### src/rtl/mmes_pkg.sv
// Shared constants, codes and types of the min/max extract store.
// No dependencies; every other file imports this package.
`default_nettype none
package mmes_pkg;

    localparam int CAPACITY = 64;
    localparam int IDX_W    = (CAPACITY > 1) ? $clog2(CAPACITY) : 1;
    localparam int CNT_W    = $clog2(CAPACITY + 1);
    localparam int VAL_W    = 64;

    localparam logic [1:0] MODE_INSERT  = 2'd0;
    localparam logic [1:0] MODE_EXT_MIN = 2'd1;
    localparam logic [1:0] MODE_EXT_MAX = 2'd2;
    localparam logic [1:0] MODE_COMBINE = 2'd3;

    localparam logic [1:0] ST_OK      = 2'd0;
    localparam logic [1:0] ST_EMPTY   = 2'd1;
    localparam logic [1:0] ST_FULL    = 2'd2;
    localparam logic [1:0] ST_TOO_FEW = 2'd3;

    typedef struct packed {
        logic [IDX_W-1:0] rd_addr;
        logic             wr_en;
        logic [IDX_W-1:0] wr_addr;
        logic [VAL_W-1:0] wr_data;
        logic             clr_en;
        logic [IDX_W-1:0] clr_addr;
    } t_store_cmd;

endpackage
`default_nettype wire

### src/rtl/mmes_store.sv
// Value memory with one write and one registered read port, plus per-slot valid bits.
// Depends on mmes_pkg.
`default_nettype none
module mmes_store
    import mmes_pkg::*;
(
    input  wire logic                i_clk,
    input  wire logic                i_rst_n,
    input  wire t_store_cmd          i_cmd,
    output logic [VAL_W-1:0]         o_rd_data,
    output logic                     o_rd_valid,
    output logic [CAPACITY-1:0]      o_valid
);

    logic [VAL_W-1:0]    r_mem [CAPACITY];
    logic [CAPACITY-1:0] r_valid;

    always_ff @(posedge i_clk) begin
        if (i_cmd.wr_en) begin
            r_mem[i_cmd.wr_addr] <= i_cmd.wr_data;
        end
        o_rd_data <= r_mem[i_cmd.rd_addr];
    end

    always_ff @(posedge i_clk) begin
        if (!i_rst_n) begin
            r_valid    <= '0;
            o_rd_valid <= 1'b0;
        end else begin
            o_rd_valid <= r_valid[i_cmd.rd_addr];
            if (i_cmd.wr_en) begin
                r_valid[i_cmd.wr_addr] <= 1'b1;
            end
            if (i_cmd.clr_en) begin
                r_valid[i_cmd.clr_addr] <= 1'b0;
            end
        end
    end

    assign o_valid = r_valid;

endmodule
`default_nettype wire

### config.mk
export PLATFORM = sky130hd
export DESIGN_NAME = mmes_store
export DESIGN_NICKNAME = d
export VERILOG_FILES = /design/src/rtl/mmes_pkg.sv /design/src/rtl/mmes_store.sv
export SDC_FILE = /design/constraint.sdc
export NUM_CORES = 2
export LEC_CHECK = 0
export BUFFER_PORTS_ARGS = -buffer_cell sky130_fd_sc_hd__buf_2
export CORE_ASPECT_RATIO = 0.5
export CORE_MARGIN = 2
export CORE_UTILIZATION = 40
export CTS_CLUSTER_DIAMETER = 80
export DETAILED_ROUTE_END_ITERATION = 10
export PLACE_DENSITY = 0.53
export SLEW_MARGIN = 30
export SYNTH_ARGS = -nofsm -noshare
export SYNTH_HDL_FRONTEND = slang
export SYNTH_SLANG_ARGS = --single-unit
### constraint.sdc
create_clock -name i_clk -period 8.9 [get_ports i_clk]
set_input_delay 0.89 -clock i_clk [delete_from_list [all_inputs] [get_ports i_clk]]
set_output_delay 0.89 -clock i_clk [all_outputs]
set_load 0.01 [all_outputs]
# Yosys cells after proc, flatten, opt, wreduce, memory -nomap -nowiden
# Memories as Yosys holds them, arrays and structs flattened. A register that Yosys moved wholly into a read port is not among the register bits.
# Cells that the tools add are included.
# totals
mem_bits_rw,4096
mem_count,1
output_inout_bits,129
input_bits,86
word_cells,24
register_bits,65
# classes
order_cmp,5
bitwise_logic,3
n_reduce_logical,2
n_mux,11
# mem_list
name,words,word_bits,read_ports,rd_clocked_by_memory_dff,write_ports,line_no,rtl
r_mem,64,64,1,1,1,mmes_store.sv:15,logic [VAL_W-1:0] r_mem [CAPACITY];
# op_table
operator,count
64-bit 2-to-1 mux,3
64-bit bitwise AND,1
64-bit inverter,1
64-bit bitwise OR,1
"6-bit by 7-bit less-than comparator with 1-bit output, second input constant",3
1-bit demux with 6-bit select,2
"6-bit by 1-bit >= comparator with 1-bit output, second input constant",2
1-bit binary-select mux with 6-bit select,1
1-bit 2-to-1 mux,5
1-bit logical AND,2

# Logic depth before layout (Yosys ltp)
# logic_depth
word_depth,9
mapped_depth,9
ltp_nobuf,5

# Worst setup path before layout
# Ideal clock, no wire load.
# synth_timing
path_kind,in2reg
from,input port i_cmd[74] (netlist name)
to,"register r_valid[48], in the netlist o_valid[48]"
t_required_ps,8814
path_buffers,1
stages,4
t_arrival_ps,8440
setup_time_ps,86
setup_slack_ps,375
cell_sequence,clkbuf_1 -> nand4b_1 -> nor4_1 -> o221a_2
# synth_between
elab_chain_len,9
word_cells_on_any_way,10
classes_between,order compare (2); mux (5); bitwise (2); reduce/logical (1)
# synth_lines
element,line_no,rtl
"start, declared",mmes_store.sv:9,"input wire t_store_cmd i_cmd,"
6-bit by 7-bit less-than comparator with 1-bit output (not written as such) or 6-bit by 1-bit >= comparator with 1-bit output (tied branches),mmes_store.sv:32,r_valid[i_cmd.wr_addr] <= 1'b1;
1-bit logical AND (not written as such),mmes_store.sv:32,
1-bit 2-to-1 mux (not written as such),mmes_store.sv:32,
1-bit demux with 6-bit select (*),mmes_store.sv:32,
64-bit bitwise OR (no source line) (*),-,
64-bit 2-to-1 mux (*),mmes_store.sv:31,if (i_cmd.wr_en) begin
64-bit 2-to-1 mux (*),mmes_store.sv:26,if (!i_rst_n) begin
64-bit bitwise AND (no source line),-,
64-bit 2-to-1 mux (*),mmes_store.sv:34,if (i_cmd.clr_en) begin
"end signal, assigned",mmes_store.sv:27,r_valid <= '0;
"end signal, assigned by index",mmes_store.sv:32,
"end signal, assigned by index",mmes_store.sv:35,r_valid[i_cmd.clr_addr] <= 1'b0;
"end, declared",mmes_store.sv:16,logic [CAPACITY-1:0] r_valid;
# Mark *: on every way between the ends. The rest lies on a longest branch, timed or not. The select of a mux whose other input is x is not followed.
# A chain may end at the register's enable or synchronous reset.

==> summary.md <==
| Metric | Value |
|---|---|
| Crit start category | `primary input` |
| Starting density of the core | `0.402` |
| Max_cap viols | `0` |
| CTS tree | `done` |
| Total track usage | `0.227` |
| Synth-to-Final Area Change | `13.4%` |
| Vias | `78,500` |
| CTS Buf Count | `388` |
| Synth Flop Type | `edfxtp_1` |
| Crit. End Element | `flip-flop` |
| Post-Route Utilization | `0.456` |
| Setup bufs post-CTS | `0` |
| Cell taking the most area after synthesis | `edfxtp_1` |
| Sinks on the clock net | `4,225` |
| Post-route DRC violation count | `0` |
| Design area | `180,000 sq um` |
| Critical path peak fanout | `58` |
| Worst-Margin Slew | `1.06 ns` |
| Antenna violations before repair | `16` |
| Outcome | `finished clean` |
| Nets@finish | `7,459` |
| Leak Pwr | `56.0 nW` |
| Pwr/cell area | `225 nW/um^2` |
| Final setup vio count | `0` |
| Critical-path top delay cell | `buf_4` |
| FP Rows | `163` |
| Vias in the first global route | `78,700` |
| Post-CTS resize count | `0` |
| Final Hold Fails | `0` |
| Post-DP HPWL | `250 mm` |
| Die Span Y | `449 um` |
| HP Class | `primary input to flip-flop` |
| Synth top area share | `0.775` |
| Slew HR | `0.274` |
| IO Count | `215` |
| Syn_area_per_cell | `22.9 sq um` |
| Width of the die | `895 um` |
| Clk_lat worst skew | `0.94 ns` |
| Flops & latches, synth | `4,225` |
| Post-DP Area | `167,000 sq um` |
| Layout cells sized above 1 | `0.277` |
| Global-route wire length before repair | `644 mm` |
| Total core area | `395,000 sq um` |
| WL per Instance | `35.9 um` |
| Final period util | `0.426` |
| Post-synthesis sequential area ratio | `0.791` |
| Fmax achieved | `264 MHz` |
| Area contributors post-synth | `edfxtp_1, mux4_2, dfxtp_1` |
| Max rail drop VDD | `0.175 mV` |
| Yosys Warn Count | `0` |
| Root Buffer | `clkbuf_16` |
| Port bufs | `214` |
| CP most frequent cell | `buf_4` |
| Asr flop ratio synth | `0` |
| Clock buffer depth | `4` |
| R2r setup slk | `6.59 ns` |
| Most frequent cells in the layout | `edfxtp_1, mux4_2, clkbuf_16` |
| Post-synth EDFFs | `4,096` |
| Post-synthesis cell area | `159,000 sq um` |
| Clk slew on worst S/H paths | `0.07 ns` |
| CP cell instances | `buf_8 -> buf_4 -> buf_4 -> mux4_2 -> a22o_1 -> o21ai_0 -> a21oi_1` |
| Syn Inst Count | `6,943` |
| Gpl congestion | `0.763` |
| GRT Residual Overflow | `0` |
| Total iterations of the first detailed-routing run | `6` |
| # hold bufs at CTS | `0` |
| Largest net degree at the start of global routing | `133` |
| # fillers | `32,800` |
| Post-route minimum period | `3.79 ns` |
| Drt initial violations | `9,833` |
| Crit Path Category | `primary input to flip-flop` |
| TNS Setup | `0 ns` |
| Syn nets | `7,029` |
| CP Data Required Time | `9.70 ns` |
| Routed Antenna Nets | `0` |
| Arrival time worst endpoint | `4.59 ns` |
| Vias per cell | `6.05` |
| Die area | `402,000 sq um` |
| Max incr delay on CP | `0.86 ns` |
| Clock Skew | `0.0559 ns` |
| Slew Limit Fails | `0` |
| Number of unique standard cell types used by synthesis | `42` |
| Commonest non-fill, non-tap cell in the layout | `edfxtp_1` |
| H-tree Lvls | `5` |
| RSZ-0062 raised after global routing | `no` |
| Final WL | `466 mm` |
[where the power goes]
group / internal [mW] / switching, mW / total [mW]
logic: 0.665 / 1.20 / 1.87
registers: 22.0 / 0.0853 / 22.1
clock network: 9.21 / 7.37 / 16.6
[through the flow]
| step | instances | setup WS (ns) | hold WS [ns] | total power, mW |
|---|---|---|---|---|
| after floorplan | 6943 | 0.375 | 0.566 | 23.5 |
| after global placement | 12200 | 3.94 | 0.543 | 24.4 |
| after detailed placement | 12300 | 4.25 | 0.548 | 24.4 |
| after CTS | 13000 | 5.23 | 0.202 | 40.8 |
| after global routing | 13000 | 5.11 | 0.260 | 41.7 |
| final | 13000 | 5.11 | 0.288 | 40.5 |
[synth_stat cells, types with 62 or more instances]
library cell	count
nand2_1	70
edfxtp_1	4096
buf_2	146
mux2i_1	132
a22o_1	171
o22ai_1	62
nor2_1	140
clkbuf_1	183
a22oi_1	258
mux4_2	964
dfxtp_1	129
nand3_1	100
[logic make-up (layout without fill, tap and decap cells)]
kind of cell    count (synthesis)  count (layout)  synth area share
other cells                     0               5                 0
simple gates                  446             446            0.0139
compound gates                732             732            0.0355
flops                        4225            4225             0.791
mux                          1124            1124             0.147
buf+inv                       416            1156            0.0123
[path summary, 6_finish.rpt]
check                          start                      to  cells past startpoint
max                        i_cmd[80]   o_rd_data[52]$_DFF_P_                      7
min                         i_cmd[1]  o_valid[59]$_SDFF_PN0_                      2
max reg2reg  r_mem[29][10]$_DFFE_PP_   o_rd_data[10]$_DFF_P_                      5
min reg2reg   o_valid[35]$_SDFF_PN0_  o_valid[35]$_SDFF_PN0_                      1
[registers in the layout, summed over array words and instances, names as in the netlist]
name,count
o_rd_valid,1
o_valid,64
o_rd_data,64
r_mem,4096
[metal layers]
layer / track usage / part of all wire / up-vias
met2: 0.361 / 0.47 / 3214
met4: 0.0597 / 0.028 / 2
li1: - / - / 30700
met5: 0 / 0.000028 / -
met1: 0.336 / 0.43 / 43900
met3: 0.0290 / 0.066 / 625
[area by class of cell]
type	instances	area, sq um	share of cell area
Tap cell	5280	6610	0.0367
Sequential cell	4225	126000	0.698
Clock buffer	502	10400	0.0580
Multi-Input combinational cell	2302	31800	0.177
Antenna cell	5	12.5	0.0000695
Timing Repair Buffer	454	3640	0.0202
Clock inverter	198	1850	0.0103
Inverter	2	7.51	0.0000417
[worst max-delay path, delay by kind of cell]
kind / cells / cell delay (ns)
buffers and inverters: 3 / 2.04
multiplexers: 1 / 0.42
AO/OA/AOI/OAI: 3 / 0.97
No activity file was read; power rests on OpenSTA's default activity.
