[config.mk]
export PLATFORM = sky130hd
export DESIGN_NAME = mmes_seq_flat
export DESIGN_NICKNAME = d
export VERILOG_FILES = /design/src/rtl/mmes_pkg.sv /design/src/rtl/mmes_if.sv /design/src/rtl/mmes_seq.sv /design/src/flat_wrapper.sv
export SDC_FILE = /design/constraint.sdc
export NUM_CORES = 1
export LEC_CHECK = 0
export BUFFER_PORTS_ARGS = -buffer_cell sky130_fd_sc_hd__buf_4
export CAP_MARGIN = 20
export CORE_ASPECT_RATIO = 0.75
export CORE_MARGIN = 8
export CORE_UTILIZATION = 58
export CTS_BUF_LIST = sky130_fd_sc_hd__clkbuf_4
export CTS_CLUSTER_DIAMETER = 50
export DETAILED_ROUTE_END_ITERATION = 16
export HOLD_SLACK_MARGIN = 0.02
export PLACE_DENSITY = 0.92
export SETUP_SLACK_MARGIN = 0.3
export SLEW_MARGIN = 5
export SYNTH_ARGS = -nofsm -noshare
export SYNTH_HDL_FRONTEND = slang
export SYNTH_SLANG_ARGS = --single-unit
export TNS_END_PERCENT = 5
[constraint.sdc]
create_clock -name i_clk -period 20.7 [get_ports i_clk]
set_clock_uncertainty 0.05 [all_clocks]
set_input_delay 4.14 -clock i_clk [delete_from_list [all_inputs] [get_ports i_clk]]
set_output_delay 4.14 -clock i_clk [all_outputs]
set_load 0.02 [all_outputs]
[src/rtl/mmes_pkg.sv]
// Shared constants, codes and types of the min/max extract store.
// No dependencies; every other file imports this package.
`default_nettype none
package mmes_pkg;

    localparam int CAPACITY = 64;
    localparam int IDX_W    = (CAPACITY > 1) ? $clog2(CAPACITY) : 1;
    localparam int CNT_W    = $clog2(CAPACITY + 1);
    localparam int VAL_W    = 64;

    localparam logic [1:0] MODE_INSERT  = 2'd0;
    localparam logic [1:0] MODE_EXT_MIN = 2'd1;
    localparam logic [1:0] MODE_EXT_MAX = 2'd2;
    localparam logic [1:0] MODE_COMBINE = 2'd3;

    localparam logic [1:0] ST_OK      = 2'd0;
    localparam logic [1:0] ST_EMPTY   = 2'd1;
    localparam logic [1:0] ST_FULL    = 2'd2;
    localparam logic [1:0] ST_TOO_FEW = 2'd3;

    typedef struct packed {
        logic [IDX_W-1:0] rd_addr;
        logic             wr_en;
        logic [IDX_W-1:0] wr_addr;
        logic [VAL_W-1:0] wr_data;
        logic             clr_en;
        logic [IDX_W-1:0] clr_addr;
    } t_store_cmd;

endpackage
`default_nettype wire

[src/rtl/mmes_if.sv]
// Valid/ready channels of the min/max extract store: operation in, result out.
// Depends on mmes_pkg for field widths.
`default_nettype none
interface mmes_in_if;
    import mmes_pkg::*;
    logic             valid;
    logic             ready;
    logic [1:0]       mode;
    logic [VAL_W-1:0] value;
    modport source (output valid, mode, value, input ready);
    modport sink (input valid, mode, value, output ready);
endinterface

interface mmes_out_if;
    import mmes_pkg::*;
    logic             valid;
    logic             ready;
    logic [1:0]       status;
    logic [VAL_W-1:0] low_value;
    logic [VAL_W-1:0] high_value;
    logic [VAL_W-1:0] sum_value;
    logic             sum_carry;
    logic [6:0]       entry_count;
    modport source (output valid, status, low_value, high_value, sum_value, sum_carry,
                    entry_count, input ready);
    modport sink (input valid, status, low_value, high_value, sum_value, sum_carry,
                  entry_count, output ready);
endinterface
`default_nettype wire

[src/rtl/mmes_seq.sv]
// Sequencer: one shared 64-bit comparator scans the store, plus the result register.
// Depends on mmes_pkg and mmes_if.
`default_nettype none
module mmes_seq
    import mmes_pkg::*;
(
    input  wire logic            i_clk,
    input  wire logic            i_rst_n,
    mmes_in_if.sink              i_item,
    mmes_out_if.source           o_res,
    output t_store_cmd           o_cmd,
    input  wire logic [VAL_W-1:0] i_rd_data,
    input  wire logic            i_rd_valid,
    input  wire logic [CAPACITY-1:0] i_valid
);

    localparam logic [2:0] S_IDLE  = 3'd0;
    localparam logic [2:0] S_FREE  = 3'd1;
    localparam logic [2:0] S_SCAN  = 3'd2;
    localparam logic [2:0] S_DRAIN = 3'd3;
    localparam logic [2:0] S_TAKE  = 3'd4;
    localparam logic [2:0] S_PUT   = 3'd5;
    localparam logic [2:0] S_DONE  = 3'd6;

    localparam logic [IDX_W-1:0] LAST_IDX = IDX_W'(CAPACITY - 1);
    localparam logic [CNT_W-1:0] FULL_CNT = CNT_W'(CAPACITY);

    logic [2:0]       r_state;
    logic [1:0]       r_mode;
    logic [VAL_W-1:0] r_value;
    logic [CNT_W-1:0] r_count;
    logic [IDX_W-1:0] r_idx;
    logic [IDX_W-1:0] r_didx;
    logic             r_dv;
    logic             r_want_max;
    logic             r_pass2;
    logic             r_found;
    logic [IDX_W-1:0] r_pick;
    logic [VAL_W-1:0] r_best;
    logic             r_free_ok;
    logic [IDX_W-1:0] r_free;
    logic [1:0]       r_status;
    logic [VAL_W-1:0] r_low;
    logic [VAL_W-1:0] r_high;
    logic [VAL_W-1:0] r_sum;
    logic             r_carry;

    logic             r_ovld;
    logic [1:0]       r_o_status;
    logic [VAL_W-1:0] r_o_low;
    logic [VAL_W-1:0] r_o_high;
    logic [VAL_W-1:0] r_o_sum;
    logic             r_o_carry;
    logic [6:0]       r_o_count;

    logic             in_xfer;
    logic             out_free;
    logic             better;
    logic [VAL_W:0]   sum_full;
    logic [IDX_W-1:0] put_slot;
    logic [1:0]       start_status;

    assign in_xfer  = i_item.valid && i_item.ready;
    assign out_free = !r_ovld || o_res.ready;
    assign i_item.ready = (r_state == S_IDLE);

    assign better   = r_want_max ? (i_rd_data > r_best) : (i_rd_data < r_best);
    assign sum_full = {1'b0, r_low} + {1'b0, r_best};
    assign put_slot = (r_free_ok && (r_free < r_pick)) ? r_free : r_pick;

    always_comb begin
        start_status = ST_OK;
        unique case (i_item.mode)
            MODE_INSERT:  if (r_count >= FULL_CNT) start_status = ST_FULL;
            MODE_COMBINE: if (r_count < CNT_W'(2)) start_status = ST_TOO_FEW;
            default:      if (r_count == '0) start_status = ST_EMPTY;
        endcase
    end

    always_comb begin
        o_cmd          = '0;
        o_cmd.rd_addr  = r_idx;
        o_cmd.wr_addr  = r_idx;
        o_cmd.wr_data  = r_value;
        o_cmd.clr_addr = r_pick;
        unique case (r_state)
            S_FREE: begin
                o_cmd.wr_en = !i_valid[r_idx];
            end
            S_TAKE: begin
                o_cmd.clr_en = 1'b1;
            end
            S_PUT: begin
                o_cmd.wr_en   = 1'b1;
                o_cmd.wr_addr = put_slot;
                o_cmd.wr_data = r_sum;
            end
            default: begin
            end
        endcase
    end

    always_ff @(posedge i_clk) begin
        if (r_dv) begin
            if (i_rd_valid) begin
                if (!r_found || better) begin
                    r_pick  <= r_didx;
                    r_best  <= i_rd_data;
                    r_found <= 1'b1;
                end
            end else if (!r_free_ok || (r_didx < r_free)) begin
                r_free    <= r_didx;
                r_free_ok <= 1'b1;
            end
        end
        unique case (r_state)
            S_IDLE: begin
                r_mode     <= i_item.mode;
                r_value    <= i_item.value;
                r_idx      <= '0;
                r_found    <= 1'b0;
                r_free_ok  <= 1'b0;
                r_pass2    <= 1'b0;
                r_want_max <= (i_item.mode == MODE_EXT_MAX);
                r_status   <= start_status;
                r_low      <= '0;
                r_high     <= '0;
                r_sum      <= '0;
                r_carry    <= 1'b0;
            end
            S_FREE: begin
                r_idx <= r_idx + IDX_W'(1);
            end
            S_SCAN: begin
                r_didx <= r_idx;
                if (r_idx != LAST_IDX) begin
                    r_idx <= r_idx + IDX_W'(1);
                end
            end
            S_TAKE: begin
                if (r_mode == MODE_COMBINE && !r_pass2) begin
                    r_low      <= r_best;
                    r_pass2    <= 1'b1;
                    r_want_max <= 1'b1;
                    r_found    <= 1'b0;
                    r_idx      <= '0;
                end else if (r_mode == MODE_COMBINE) begin
                    r_high  <= r_best;
                    r_sum   <= sum_full[VAL_W-1:0];
                    r_carry <= sum_full[VAL_W];
                end else begin
                    r_low <= r_best;
                end
            end
            default: begin
            end
        endcase
    end

    always_ff @(posedge i_clk) begin
        if (!i_rst_n) begin
            r_state <= S_IDLE;
            r_count <= '0;
            r_dv    <= 1'b0;
            r_ovld  <= 1'b0;
        end else begin
            r_dv   <= (r_state == S_SCAN);
            r_ovld <= (r_state == S_DONE && out_free) || (r_ovld && !o_res.ready);
            unique case (r_state)
                S_IDLE: begin
                    if (in_xfer) begin
                        unique case (i_item.mode)
                            MODE_INSERT:
                                r_state <= (r_count >= FULL_CNT) ? S_DONE : S_FREE;
                            MODE_COMBINE:
                                r_state <= (r_count < CNT_W'(2)) ? S_DONE : S_SCAN;
                            default:
                                r_state <= (r_count == '0) ? S_DONE : S_SCAN;
                        endcase
                    end
                end
                S_FREE: begin
                    if (!i_valid[r_idx]) begin
                        r_count <= r_count + CNT_W'(1);
                        r_state <= S_DONE;
                    end
                end
                S_SCAN: begin
                    if (r_idx == LAST_IDX) begin
                        r_state <= S_DRAIN;
                    end
                end
                S_DRAIN: begin
                    r_state <= S_TAKE;
                end
                S_TAKE: begin
                    r_count <= r_count - CNT_W'(1);
                    if (r_mode == MODE_COMBINE) begin
                        r_state <= r_pass2 ? S_PUT : S_SCAN;
                    end else begin
                        r_state <= S_DONE;
                    end
                end
                S_PUT: begin
                    r_count <= r_count + CNT_W'(1);
                    r_state <= S_DONE;
                end
                S_DONE: begin
                    if (out_free) begin
                        r_state <= S_IDLE;
                    end
                end
                default: begin
                    r_state <= S_IDLE;
                end
            endcase
        end
    end

    always_ff @(posedge i_clk) begin
        if (r_state == S_DONE && out_free) begin
            r_o_status <= r_status;
            r_o_low    <= r_low;
            r_o_high   <= r_high;
            r_o_sum    <= r_sum;
            r_o_carry  <= r_carry;
            r_o_count  <= 7'(r_count);
        end
    end

    assign o_res.valid       = r_ovld;
    assign o_res.status      = r_o_status;
    assign o_res.low_value   = r_o_low;
    assign o_res.high_value  = r_o_high;
    assign o_res.sum_value   = r_o_sum;
    assign o_res.sum_carry   = r_o_carry;
    assign o_res.entry_count = r_o_count;

    a_count_range: assert property (@(posedge i_clk) disable iff (!i_rst_n)
        r_count <= FULL_CNT)
        else $error("stored count above capacity");

    a_count_matches_valid: assert property (@(posedge i_clk) disable iff (!i_rst_n)
        (r_state == S_IDLE) |-> (32'(r_count) == 32'($countones(i_valid))))
        else $error("stored count disagrees with valid bits");

    a_full_status: assert property (@(posedge i_clk) disable iff (!i_rst_n)
        (r_state == S_DONE && r_status == ST_FULL) |-> (r_count == FULL_CNT))
        else $error("full reported on a store with room");

    a_take_valid: assert property (@(posedge i_clk) disable iff (!i_rst_n)
        (r_state == S_TAKE) |-> (r_found && i_valid[r_pick]))
        else $error("removing a slot that holds no value");

endmodule
`default_nettype wire

[src/flat_wrapper.sv]
// flat-port wrapper written by rule: the top's interface ports become plain ports
module mmes_seq_flat import mmes_pkg::*;
  (i_clk, i_rst_n, o_cmd, i_rd_data, i_rd_valid, i_valid, i_item_valid, i_item_mode, i_item_value, i_item_ready, o_res_valid, o_res_status, o_res_low_value, o_res_high_value, o_res_sum_value, o_res_sum_carry, o_res_entry_count, o_res_ready);
  mmes_in_if i_item_i ();
  mmes_out_if o_res_i ();
  input  wire logic i_clk;
  input  wire logic i_rst_n;
  output t_store_cmd o_cmd;
  input  wire logic [VAL_W-1:0] i_rd_data;
  input  wire logic i_rd_valid;
  input  wire logic [CAPACITY-1:0] i_valid;
  input wire logic [$bits(i_item_i.valid)-1:0] i_item_valid;
  input wire logic [$bits(i_item_i.mode)-1:0] i_item_mode;
  input wire logic [$bits(i_item_i.value)-1:0] i_item_value;
  output wire logic [$bits(i_item_i.ready)-1:0] i_item_ready;
  output wire logic [$bits(o_res_i.valid)-1:0] o_res_valid;
  output wire logic [$bits(o_res_i.status)-1:0] o_res_status;
  output wire logic [$bits(o_res_i.low_value)-1:0] o_res_low_value;
  output wire logic [$bits(o_res_i.high_value)-1:0] o_res_high_value;
  output wire logic [$bits(o_res_i.sum_value)-1:0] o_res_sum_value;
  output wire logic [$bits(o_res_i.sum_carry)-1:0] o_res_sum_carry;
  output wire logic [$bits(o_res_i.entry_count)-1:0] o_res_entry_count;
  input wire logic [$bits(o_res_i.ready)-1:0] o_res_ready;
  assign i_item_i.valid = i_item_valid;
  assign i_item_i.mode = i_item_mode;
  assign i_item_i.value = i_item_value;
  assign i_item_ready = i_item_i.ready;
  assign o_res_valid = o_res_i.valid;
  assign o_res_status = o_res_i.status;
  assign o_res_low_value = o_res_i.low_value;
  assign o_res_high_value = o_res_i.high_value;
  assign o_res_sum_value = o_res_i.sum_value;
  assign o_res_sum_carry = o_res_i.sum_carry;
  assign o_res_entry_count = o_res_i.entry_count;
  assign o_res_i.ready = o_res_ready;
  mmes_seq u_core (.i_clk(i_clk), .i_rst_n(i_rst_n), .i_item(i_item_i), .o_res(o_res_i), .o_cmd(o_cmd), .i_rd_data(i_rd_data), .i_rd_valid(i_rd_valid), .i_valid(i_valid));
endmodule
Word-level counts from Yosys, hierarchy flattened:

Index checks and enable logic that the tools add are counted.

* logic and storage cells: 134
* output and inout bits: 288
* register bits after elaboration: 567

* add/sub/neg operators: 4
* mux-type cells: 47
* eq/ne operators: 20
* bitwise gates (word level): 1
* reductions and logical operators: 29
* order comparisons: 7

Operators with widths (count)
* 64-bit 2-to-1 mux: 6
* 64-bit case mux with 2 select lines: 3
* 70-bit 2-to-1 mux: 1
* 64-bit by 64-bit adder with 65-bit output: 1
* 64-bit > comparator: 1
* 64-bit less-than comparator: 1
* 3-bit 2-to-1 mux: 9
* 6-bit case mux with 4 select lines: 1
* 3-bit case mux with 7 select lines: 1
* 7-bit case mux with 3 select lines: 1
* 6-bit 2-to-1 mux: 3
* 6-bit less-than comparator: 2
* 3-bit AND reduction: 4
* 1-bit 2-to-1 mux: 11
* 1-bit case mux with 2 select lines: 5
* 3-bit == test, second input constant: 3
* 2-bit by 1-bit != test with 1-bit output, second input constant: 4
* 2-bit != test, second input constant: 4
* 7-bit by 1-bit adder with 7-bit output, second input constant: 1
* 7-bit greater-or-equal comparator, second input constant: 1
* 7-bit logical NOT: 1
* 6-bit by 7-bit less-than comparator with 1-bit output, second input constant: 1
* 7-bit by 2-bit less-than comparator with 1-bit output, second input constant: 1
* 7-bit 2-to-1 mux: 1
* 23 further kinds: 41

Depth between registers and ports, before layout:

Gate-level depths: netlist of the first run.

* depth in word-level cells: 8
* depth in mapped cells: 14
* gate-level depth less buffers: 12

Worst setup path before layout of the first run:

No wires, ideal clock.

* path kind: input-to-reg
* start: in o_res_ready
* end: reg u_core.r_o_count[0], in the netlist u_core.o_res.entry_count[0], enable pin
* library setup time: 1013 ps
* setup slack: 1769 ps
* cell stages on the path: 2
* data arrival time: 17867 ps
* buffers on the path: 0
* cells stage by stage: nor2b_1 nor3_1

* cells in the longest elaborated chain, start to end: 2

Ends and longest elaborated chain
* from (decl): line flat_wrapper.sv:23 `input wire logic [$bits(o_res_i.ready)-1:0] o_res_ready;`
* 1-bit logical OR: line mmes_seq.sv:64 `assign out_free = !r_ovld || o_res.ready;`
* 1-bit logical AND: line mmes_seq.sv:221 `if (r_state == S_DONE && out_free) begin`
* to (signal assigned): line mmes_seq.sv:227 `r_o_count <= 7'(r_count);`
* to (decl): line mmes_seq.sv:54 `logic [6:0] r_o_count;`

Every way passes these cells.
A chain may end at the register's enable or synchronous reset.

==> results of run 1 <==
[cell families (layout without fill, tap and decap cells)]
group	after synthesis	after routing	share of synthesized area (%)
other cells	0	4	0
simple gates	409	409	7.53
fa+ha+maj	149	149	7.43
mux	98	98	5.19
flops	567	567	66.7
buf+inv	168	850	2.55
xor+xnor	52	52	1.80
compound gates	342	342	8.78
[registers in the layout, indices dropped and copies added (netlist names), 7 cells and up]
signal / flops
u_core.o_res.high_value: 64
u_core.o_res.low_value: 64
u_core.o_res.sum_value: 64
u_core.r_best: 64
u_core.r_high: 64
u_core.r_low: 64
u_core.r_sum: 64
u_core.r_value: 64
u_core.o_res.entry_count: 7
u_core.r_count: 7
[worst max-delay path: cells and delay by family]
kind,cells,cell delay [ps]
buf+inv,2,300
mux,4,1380
simple gates,2,280
[layer usage]
| metal | vias to the layer above | GRT usage [%] | share of wire [%] |
|---|---|---|---|
| met4 | 2 | 11.0 | 3.6 |
| met3 | 219 | 10.2 | 11 |
| li1 | 7997 | - | - |
| met5 | - | 0 | 0.017 |
| met2 | 1241 | 50.2 | 50 |
| met1 | 8682 | 32.2 | 35 |
[placed cells by master, fill, tap and decap left out, drive strengths merged, types with 5 or more instances in the layout]
cell,instances
nor2b,13
clkinv,30
nor3,24
buf,504
a31oi,11
xor2,28
and3,11
o21bai,17
mux4,20
o31ai,5
a211oi,9
nor4,6
ha,147
a21o,67
nor2,177
nand3,33
o2111ai,5
edfxtp,553
mux2i,13
o21a,11
clkbuf,198
o21ai,65
inv,112
a21oi,113
nor3b,10
nand2,68
nand2b,10
and2,8
xnor2,24
nand4,32
dfxtp,14
mux2,65
[power by group through the flow]
stage	Combinational, mW	Sequential [mW]	Clock [mW]
2_1_floorplan	0.900	1.99	0
3_3_place_gp	1.41	1.93	0
3_5_place_dp	1.47	1.95	0
4_1_cts	1.48	1.93	0.946
5_1_grt	1.60	1.96	1.01
6_report	1.49	1.94	0.930
[through the flow]
stage	area, µm²	util, %
4_1_cts	31400	72.6
5_1_grt	31400	72.7
6_report	31400	72.7
2_1_floorplan	25300	-
3_5_place_dp	29600	68.6
3_3_place_gp	29600	68.6
[final cells by class]
cell class                 instances  area [µm²]  share of cell area (%)
tap                              578         723                    2.30
inverter                         108         405                    1.29
antenna                            4        10.0                  0.0319
sequential                       567       16900                    53.8
timing repair buffer             504        3780                    12.1
clock inverter                    40         250                   0.797
clock buffer                     198        1490                    4.74
multi-input combinational       1050        7840                    25.0
[worst max path at each step]
stage                            from                                     to  slack [ps]
after floorplan           o_res_ready  u_core.o_res.entry_count[0]$_DFFE_PP_        1770
after global placement    i_valid[63]                              o_cmd[77]       10470
after detailed placement  i_valid[47]                              o_cmd[77]       10410
after global routing      i_valid[47]                              o_cmd[77]       10390
after CTS                 i_valid[47]                              o_cmd[77]       10410
final                     i_valid[47]                              o_cmd[77]       10410
==> out/qor.yml, run 1 <==
run_status:
  status: "finished, final reports clean"
yosys:
  async_flop_share_pct: 0
  synthesis.area_um2: 25300
  yosysWarnings: 0
  ys_types: 72
  yosysTopAreaCell: "edfxtp_1"
  syn-num-nets: 2133
  ys_seq_elements: 567
  synthTopCellsByCount: "edfxtp_1 (553), nor2_1 (176), ha_1 (147)"
  ys_top_cells_by_area: "edfxtp_1 (66%), ha_1 (7.3%), mux2_2 (2.9%)"
  ys_seq_area_share_pct: 66.7
  ys.flop_type: "edfxtp_1"
  synth-edff-count: 553
  synth.most_common_cell: "edfxtp_1"
  avgSynthCellArea_um2: 14.2
  synthDominantCellAreaShare_pct: 65.6
  synthCells: 1785
cts:
  cts_made_buffers: 139
  post_cts_buffers: 0
  ctsResizeCount: 0
  hold_buffers: 0
  cts.reportedPaths.clkPinSlew_ps: 70
  htreeDepth: 4
  cts_tree: "done"
  clockBufferDepth: 3
  cts_sinks: 567
  clock_latency_ps: 880
  root_buffer: "clkbuf_4"
run:
  max-cap-violations: 0
global_route:
  grt_pass1_vias: 19200
  overflow: 0
  grt_pass1_wl_mm: 112
  antenna_found_initial: 4
  track_usage_pct: 28.7
  grt_max_degree: 66
setup_path:
  r2r_slack_ps: 16620
  r2r-start: "u_core.r_best[59]$_DFFE_PP_"
  cp_data_required_time_ps: 16510
  r2r_cells: 11
  worstPathArrival_ps: 6100
  crit_path_end_kind: "output port"
  cp_slowest_cell: "mux4_2"
  worstPathCellList: "buf_4, mux4_2, mux4_2, mux2i_1, mux2_2, nor2_1, nor3b_1, buf_4"
  critPathLaunchType: "primary input"
  r2r_end: "u_core.r_best[27]$_DFFE_PP_"
  cp_slowest_stage_delay_ps: 480
  critPathMaxFanout: 3
  critical_path_class: "in2out"
placement:
  dp_slack_ps: 10410
  globalplace.congestion: 0.933
  portBuffers: 486
  dpl.hpwl_mm: 54.7
  place_inst: 2807
drt:
  via_per_inst: 5.95
  routedWlPerCell_um: 24.4
  drt_first_pass_iters: 8
  antenna_left: 0
  route.detailed.drc: 0
  wl_mm: 74.4
  via_count: 18100
  drt-initial-drc-count: 2119
timing:
  finalHoldViolCount: 0
  fmax_ghz: 0.0972
  tns_ps: 0
  final-setup-viol-count: 0
  whs_ps: 364
  rsz0062_at_grt: "no"
  relSlewSlack_pct: 39.2
  fin_crit_ps: 10290
  tightest_slew_ps: 912
  fin_crit_sh_pct: 49.7
  setup_ws_ps: 10410
  slew_violations: 0
layout:
  drive_gt1_share_pct: 33.4
  nets: 2718
  area_delta_synth_final_pct: 24.0
  fill_cells: 2637
  instances_no_fill: 3049
floorplanning:
  start_util_pct: 58.6
  fp-row-count: 66
  io_pins: 487
  die_h_um: 197
  dieArea_um2: 50600
  core_um2: 43200
  fp.dieW_um: 257
power_and_ir_drop:
  p_int_mw: 2.76
  p_switching_mw: 1.61
  swShare_pct: 36.8
  power_mw: 4.36
  power.share.clock_pct: 21.3
  p_comb_share_pct: 34.2
  leakage_nw: 13.1
  seq_power_share_pct: 44.4
  peakVddDrop_mv: 0.116
  pwr_density_cell_nw_per_um2: 139
worst_hold_path:
  min_from: "u_core.r_high[32]$_DFFE_PP_"
  hold-path-endpoint: "u_core.o_res.high_value[32]$_DFFE_PP_"
  hold_path.class: "reg2reg"
  hold_depth: 0
Note: power is estimated with default switching activity, not from simulation.
==> run 2, diff against run 1 <==
Settings changed: CORE_UTILIZATION 58 to 52, PLACE_DENSITY 0.92 to 0.88.
Clock period 20.7 ns to 8.3 ns, I/O delays scaled along.
==> run 2 against run 1 <==
Clock power is 150% higher. Critical path depth stayed put. Sequential share of layout area decreased by 0.19 points. Combinational power is 150% higher. Hold slack lost 13 ps. Worst setup slack got worse by 7500 ps. Cell count rose by 2.2%.
==> out/qor.yml, run 2 (synthesis results as in run 1) <==
layout:
  layout_common_cells: "edfxtp_1 (553), buf_4 (503), clkbuf_4 (194), nor2_1 (175), ha_1 (147)"
  drive_gt1_share_pct: 33.2  # -0.14 points
  final_core_util_pct: 65.0  # -7.6 points
  fill_cells: 3478  # +32%
  final_common_cell: "edfxtp_1"
  instances_no_fill: 3117  # +2.2%
  area_delta_synth_final_pct: 24.5
  nets: 2715  # -0.11%
worst_hold_path:
  hold_path.class: "reg2reg"
  min_from: "u_core.r_high[5]$_DFFE_PP_"
timing:
  tns_ps: 0  # unchanged
  finalHoldViolCount: 0  # unchanged
  fin_crit_ps: 5380
  final-setup-viol-count: 0  # unchanged
  fin_crit_sh_pct: 64.8
  fmax_ghz: 0.186
  setup_ws_ps: 2920  # -7490 ps
  rsz0062_at_grt: "no"
  relSlewSlack_pct: 27.2  # -12 points
  slew_violations: 0  # unchanged
  tightest_slew_ps: 1090  # +179 ps
power_and_ir_drop:
  p_int_mw: 6.89  # +150%
  swShare_pct: 36.3  # -0.49 points
  pwr_density_cell_nw_per_um2: 343  # +150%
  p_comb_share_pct: 33.9  # -0.3 points
  seq_power_share_pct: 44.7  # +0.3 points
  p_switching_mw: 3.93  # +140%
  power.share.clock_pct: 21.4  # about the same
  peakVddDrop_mv: 0.188  # +61%
  leakage_nw: 13.1  # about the same
  power_mw: 10.8  # +150%
placement:
  dpl.hpwl_mm: 51.5  # -5.8%
  dp_slack_ps: 2810  # -7590 ps
  globalplace.congestion: 0.969  # +3.8%
  place_inst: 2876  # +2.5%
  portBuffers: 486  # unchanged
cts:
  cts_sinks: 567  # unchanged
  cts.reportedPaths.clkPinSlew_ps: 70  # about the same
  cts_made_buffers: 136  # -2.2%
  clockBufferDepth: 3  # unchanged
  ctsResizeCount: 0  # unchanged
  clock_latency_ps: 870  # about the same
  post_cts_buffers: 0  # unchanged
  root_buffer: "clkbuf_4"
  htreeDepth: 4  # unchanged
  hold_buffers: 0  # unchanged
  cts_tree: "done"
setup_path:
  r2r_cells: 11  # unchanged
  crit_start: "i_valid[55]"
  endpoint: "o_cmd[77]"
  critPathLaunchType: "primary input"
  cp_data_required_time_ps: 6590  # -9920 ps
  worstPathArrival_ps: 3670  # -2430 ps
  r2r_end: "u_core.r_sum[58]$_SDFFCE_PN0P_"
  r2r-start: "u_core.r_best[0]$_DFFE_PP_"
  crit_path_end_kind: "output port"
  critPathMaxFanout: 3  # unchanged
  critical_path_class: "in2out"
  r2r_slack_ps: 4160  # -12460 ps
global_route:
  use_met2_pct: 40.0  # -10 points
  grt_pass1_wl_mm: 108  # -3.7%
  grtUsageMet1_pct: 29.8  # -2.5 points
  grt_max_degree: 74  # +12%
  grt_pass1_vias: 18600  # -3.1%
  met3_usage_pct: 9.30  # -0.90 points
  antenna_found_initial: 8  # +4
  busiest_layer: "met2"
  track_usage_pct: 24.6  # -4.2 points
  overflow: 0  # unchanged
drt:
  via_count: 17600  # -3.2%
  routedWlPerCell_um: 22.7  # -6.9%
  route.detailed.drc: 0  # unchanged
  drt-initial-drc-count: 1358  # -36%
  drt_first_pass_iters: 6  # -2
  antenna_left: 0  # unchanged
  via_per_inst: 5.64  # -5.3%
  wl_mm: 70.9  # -4.8%
floorplanning:
  start_util_pct: 52.3  # -6.3 points
  core_um2: 48400  # +12%
  io_pins: 487  # unchanged
  fp.dieW_um: 271  # +5.3%
  dieArea_um2: 56100  # +11%
  die_h_um: 207  # +5.2%
  fp-row-count: 70  # +6.1%
run_status:
  status: "finished, final reports clean"
run:
  max-cap-violations: 0  # unchanged
[run 2: how the worst min path moves through the flow]
stage / endpoint / slack, ps / depth (start not counted)
floorplan: u_core.o_res.high_value[0]$_DFFE_PP_ / 350 / 0
global placement: u_core.o_res.high_value[46]$_DFFE_PP_ / 350 / 0
detailed placement: u_core.o_res.high_value[29]$_DFFE_PP_ / 350 / 0
CTS: u_core.o_res.high_value[5]$_DFFE_PP_ / 350 / 0
global route: u_core.o_res.high_value[5]$_DFFE_PP_ / 350 / 0
finish: u_core.o_res.high_value[5]$_DFFE_PP_ / 350 / 0
[run 2: worst max-delay path: stages]
cell	delay (ps)
buf_4	100
mux4_2	450
mux4_2	500
mux2i_1	170
mux2_2	220
nor2_1	50
nor3b_1	310
buf_4	210
[run 2: final cells by class]
class                      count  area [µm²]  area share (%)
sequential                   567       16900            53.6
tap                          648         811            2.57
multi-input combinational   1050        7850            24.9
clock inverter                42         279           0.886
antenna                        4        10.0          0.0318
inverter                     108         405            1.29
timing repair buffer         504        3800            12.1
clock buffer                 194        1460            4.62
[run 2: power groups by stage]
stage | Combinational (mW) | Sequential, mW | Clock [mW]
floorplan | 2.24 | 4.90 | 0
detailed placement | 3.64 | 4.88 | 0
global route | 3.95 | 4.90 | 2.51
finish | 3.67 | 4.84 | 2.31
CTS | 3.66 | 4.84 | 2.37
global placement | 3.53 | 4.84 | 0
[run 2: routing by layer]
layer  wire length (µm)  share of wire, %
met5                 51             0.072
met1              28000                39
met3               6960               9.8
met2              34000                48
met4               1870               2.6
[run 2: per-stage QoR]
step | hold slack (ps) | area [µm²]
floorplan | 350 | 25300
global placement | 351 | 29700
detailed placement | 355 | 29700
CTS | 353 | 31500
global route | 347 | 31500
finish | 350 | 31500
==> run 3, diff against run 2 <==
Settings changed: ABC_AREA set to 1, PLACE_DENSITY 0.88 to 0.87.
Clock period 8.3 ns to 4.6 ns, I/O delays scaled along.
==> run 3 against run 2 <==
Routed wire length rose by 17%. Hold slack got worse by 240 ps. Non-clock buffer count rose by 2. Register-to-register slack got worse by 2900 ps. Area after synthesis rose by 5.3%. Synthesized cell count rose by 43%. Clock-buffer cell count rose by 5. Flip-flop and latch count did not move. Critical path type is now reg2out. Highest routed layer unchanged.
==> out/qor.yml, run 3 <==
floorplanning:
  die_h_um: 212  # +2.4%
  core_um2: 51100  # +5.5%
  fp.dieW_um: 277  # +2.5%
  fp-row-count: 72  # +2.9%
  start_util_pct: 52.2  # -0.077 points
  io_pins: 487  # unchanged
  dieArea_um2: 58800  # +4.9%
power_and_ir_drop:
  peakVddDrop_mv: 0.676  # +260%
  swShare_pct: 38.9  # +2.6 points
  p_comb_share_pct: 34.2  # +0.3 points
  power.share.clock_pct: 21.6  # +0.2 points
  pwr_density_cell_nw_per_um2: 586  # +71%
  leakage_nw: 14.7  # +13%
  seq_power_share_pct: 44.2  # -0.5 points
  power_mw: 19.3  # +78%
  p_int_mw: 11.8  # +71%
  p_switching_mw: 7.51  # +91%
placement:
  globalplace.congestion: 0.974  # +0.54%
  dpl_cell_area_um2: 31200  # +4.8%
  dp_slack_ps: 770  # -2040 ps
  dpl.hpwl_mm: 62.7  # +22%
  portBuffers: 486  # unchanged
drt:
  wl_mm: 82.7  # +17%
  via_per_inst: 5.39  # -4.3%
  via_count: 21200  # +21%
  drt_first_pass_iters: 6  # unchanged
  drt-initial-drc-count: 1930  # +42%
  routedWlPerCell_um: 21.0  # -7.7%
  route.detailed.drc: 0  # unchanged
  antenna_left: 0  # unchanged
layout:
  nets: 3516  # +30%
  ff_latch_area_um2: 16900  # unchanged
  drive_gt1_share_pct: 22.8  # -10 points
  fill_cells: 3975  # +14%
  multi_input_area_um2: 8280  # +5.5%
  area_delta_synth_final_pct: 23.6
  layout_common_cells: "nand2_1 (594), edfxtp_1 (553), buf_4 (502), nor2_1 (340), inv_1 (339)"
  finish.instance_area_um2: 32900  # +4.5%
  final_common_cell: "nand2_1"
cts:
  cts_tree: "done"
  root_buffer: "clkbuf_4"
  htreeDepth: 4  # unchanged
  clockBufferDepth: 3  # unchanged
  hold_buffers: 0  # unchanged
  clock_latency_ps: 930  # +60 ps
  cts_made_buffers: 141  # +3.7%
  cts.reportedPaths.clkPinSlew_ps: 80  # about the same
  cts_sinks: 567  # unchanged
yosys:
  synthTopCellsByCount: "nand2_1 (594), edfxtp_1 (553), inv_1 (342), nor2_1 (342), a21oi_1 (184)"
  ys_seq_elements: 567  # unchanged
  ys_top_cells_by_area: "edfxtp_1 (62%), nand2_1 (8.4%), ha_1 (6.9%)"
  ys_types: 48  # -33%
  synthDominantCellAreaShare_pct: 62.3  # -3.3 points
  synthCells: 2559  # +43%
  synthesis.area_um2: 26600  # +5.3%
  synth-edff-count: 553  # unchanged
  synth.most_common_cell: "nand2_1"
  yosysTopAreaCell: "edfxtp_1"
  async_flop_share_pct: 0  # unchanged
  avgSynthCellArea_um2: 10.4  # -27%
  yosysWarnings: 0  # unchanged
  ys_seq_area_share_pct: 63.4  # -3.4 points
  ys.flop_type: "edfxtp_1"
  syn-num-nets: 2907  # +36%
run:
  max-cap-violations: 0  # unchanged
timing:
  final-setup-viol-count: 0  # unchanged
  fmax_ghz: 0.252
  tightest_slew_ps: 914  # -177 ps
  setup_ws_ps: 638  # -2280 ps
  relSlewSlack_pct: 39.1  # +12 points
  fin_crit_ps: 3960
  fin_crit_sh_pct: 86.1
  finalHoldViolCount: 0  # unchanged
  slew_violations: 0  # unchanged
  rsz0062_at_grt: "no"
setup_path:
  critical_path_class: "reg2out"
  crit_top_cell: "nand2_1"
  critPathLaunchType: "flop"
  worstPathCellList: "inv_4, nand3_1, nand2_1, nand2_1, nand2_1, inv_1, nand2_1, nand2_1, nand2_1, inv_1, nand3_4, nand2_1, buf_4"
  cp_data_required_time_ps: 3630  # -2960 ps
  worstPathArrival_ps: 2990  # -680 ps
  cp_slowest_cell: "edfxtp_1"
  critPathMaxFanout: 21  # +18
  crit_path_end_kind: "output port"
  cp_slowest_stage_delay_ps: 880  # +380 ps
worst_hold_path:
  hold_path.class: "in2reg"
global_route:
  grt_pass1_vias: 21100  # +14%
  grt_pass1_wl_mm: 122  # +13%
  grt_max_degree: 130  # +76%
  track_usage_pct: 27.0  # +2.5 points
  antenna_found_initial: 3  # -5
  overflow: 0  # unchanged
run_status:
  status: "finished, final reports clean"
-- run 3: cell types whose count changed in the layout (fill, tap and decap cells not counted), sizes merged, moves of 24 or more --
cell,before,now
xor2,28,4
a21oi,113,184
a21o,67,12
o21ai,65,131
nand4,32,8
mux2,65,0
nand2,68,596
nor2,177,345
inv,114,351
nand3,33,97
-- run 3: cell families (layout without fill, tap and decap cells) --
kind of cell | after synthesis | in the layout | synth area share (%)
other cells | 0 | 2 | 0
flops | 567 | 567 | 63.4
buf+inv | 386 | 1097 | 5.72
simple gates | 1077 | 1077 | 16.1
compound gates | 372 | 372 | 7.52
fa+ha+maj | 149 | 149 | 7.05
xor+xnor | 8 | 8 | 0.263
-- run 3: final cells by class --
| type | instances | area share [%] |
|---|---|---|
| diodes | 2 | 0.0152 |
| clock buffers | 199 | 4.54 |
| clock inverters | 46 | 0.787 |
| inverters | 346 | 4.01 |
| multi-input cells | 1606 | 25.1 |
| flip-flops and latches | 567 | 51.3 |
| well taps | 666 | 2.53 |
| repair buffers | 506 | 11.7 |
-- run 3: critical path: cells and delay by family, from the launching register on --
family / cells / cell delay [ps]
buffers and inverters: 4 / 530
AND/OR/NAND/NOR: 9 / 690
flip-flops: 1 / 880
-- run 3: per-stage QoR --
step | hold WS [ps] | setup TNS, ps | utilization, % | instances
floorplan | 350 | -45360 | - | 2559
global placement | 351 | 0 | 61.0 | 3690
detailed placement | 355 | 0 | 61.0 | 3690
CTS | 48.0 | 0 | 64.4 | 3935
global route | 41.0 | 0 | 64.5 | 3937
finish | 107 | 0 | 64.5 | 3938
-- run 3: timing repair --
item / CTS / global route
gates resized for setup: 0 / 0
endpoints found under the setup margin: 0 / 1
setup buffers: 0 / 1
-- run 3: routing by layer --
metal	GRT usage [%]	share of wire, %	wire length (µm)	up-vias
met4	9.62	3.2	2660	2
met2	44.2	47	38700	1106
met3	8.59	10	8460	173
met5	0	0.0097	8	-
li1	-	-	-	9937
met1	33.9	40	32800	10000
-- run 3: worst paths after layout --
kind                            startpoint                               endpoint  slack [ps]  cells after the start
max          u_core.r_idx[1]$_SDFFCE_PN0P_                              o_cmd[77]         640                     13
min                       i_item_value[19]           u_core.r_value[19]$_DFFE_PP_         110                      1
max reg2reg     u_core.r_best[0]$_DFFE_PP_         u_core.r_sum[36]$_SDFFCE_PN0P_        1300                     13
min reg2reg    u_core.r_high[31]$_DFFE_PP_  u_core.o_res.high_value[31]$_DFFE_PP_         360                      0
-- run 3: power groups by stage --
stage          combinational, mW  sequential, mW  clock, mW
2_1_floorplan               3.88            8.54          0
3_3_place_gp                6.41            8.57          0
3_5_place_dp                6.52            8.63          0
4_1_cts                     6.55            8.54       4.26
5_1_grt                     7.20            8.64       4.50
6_report                    6.61            8.54       4.16
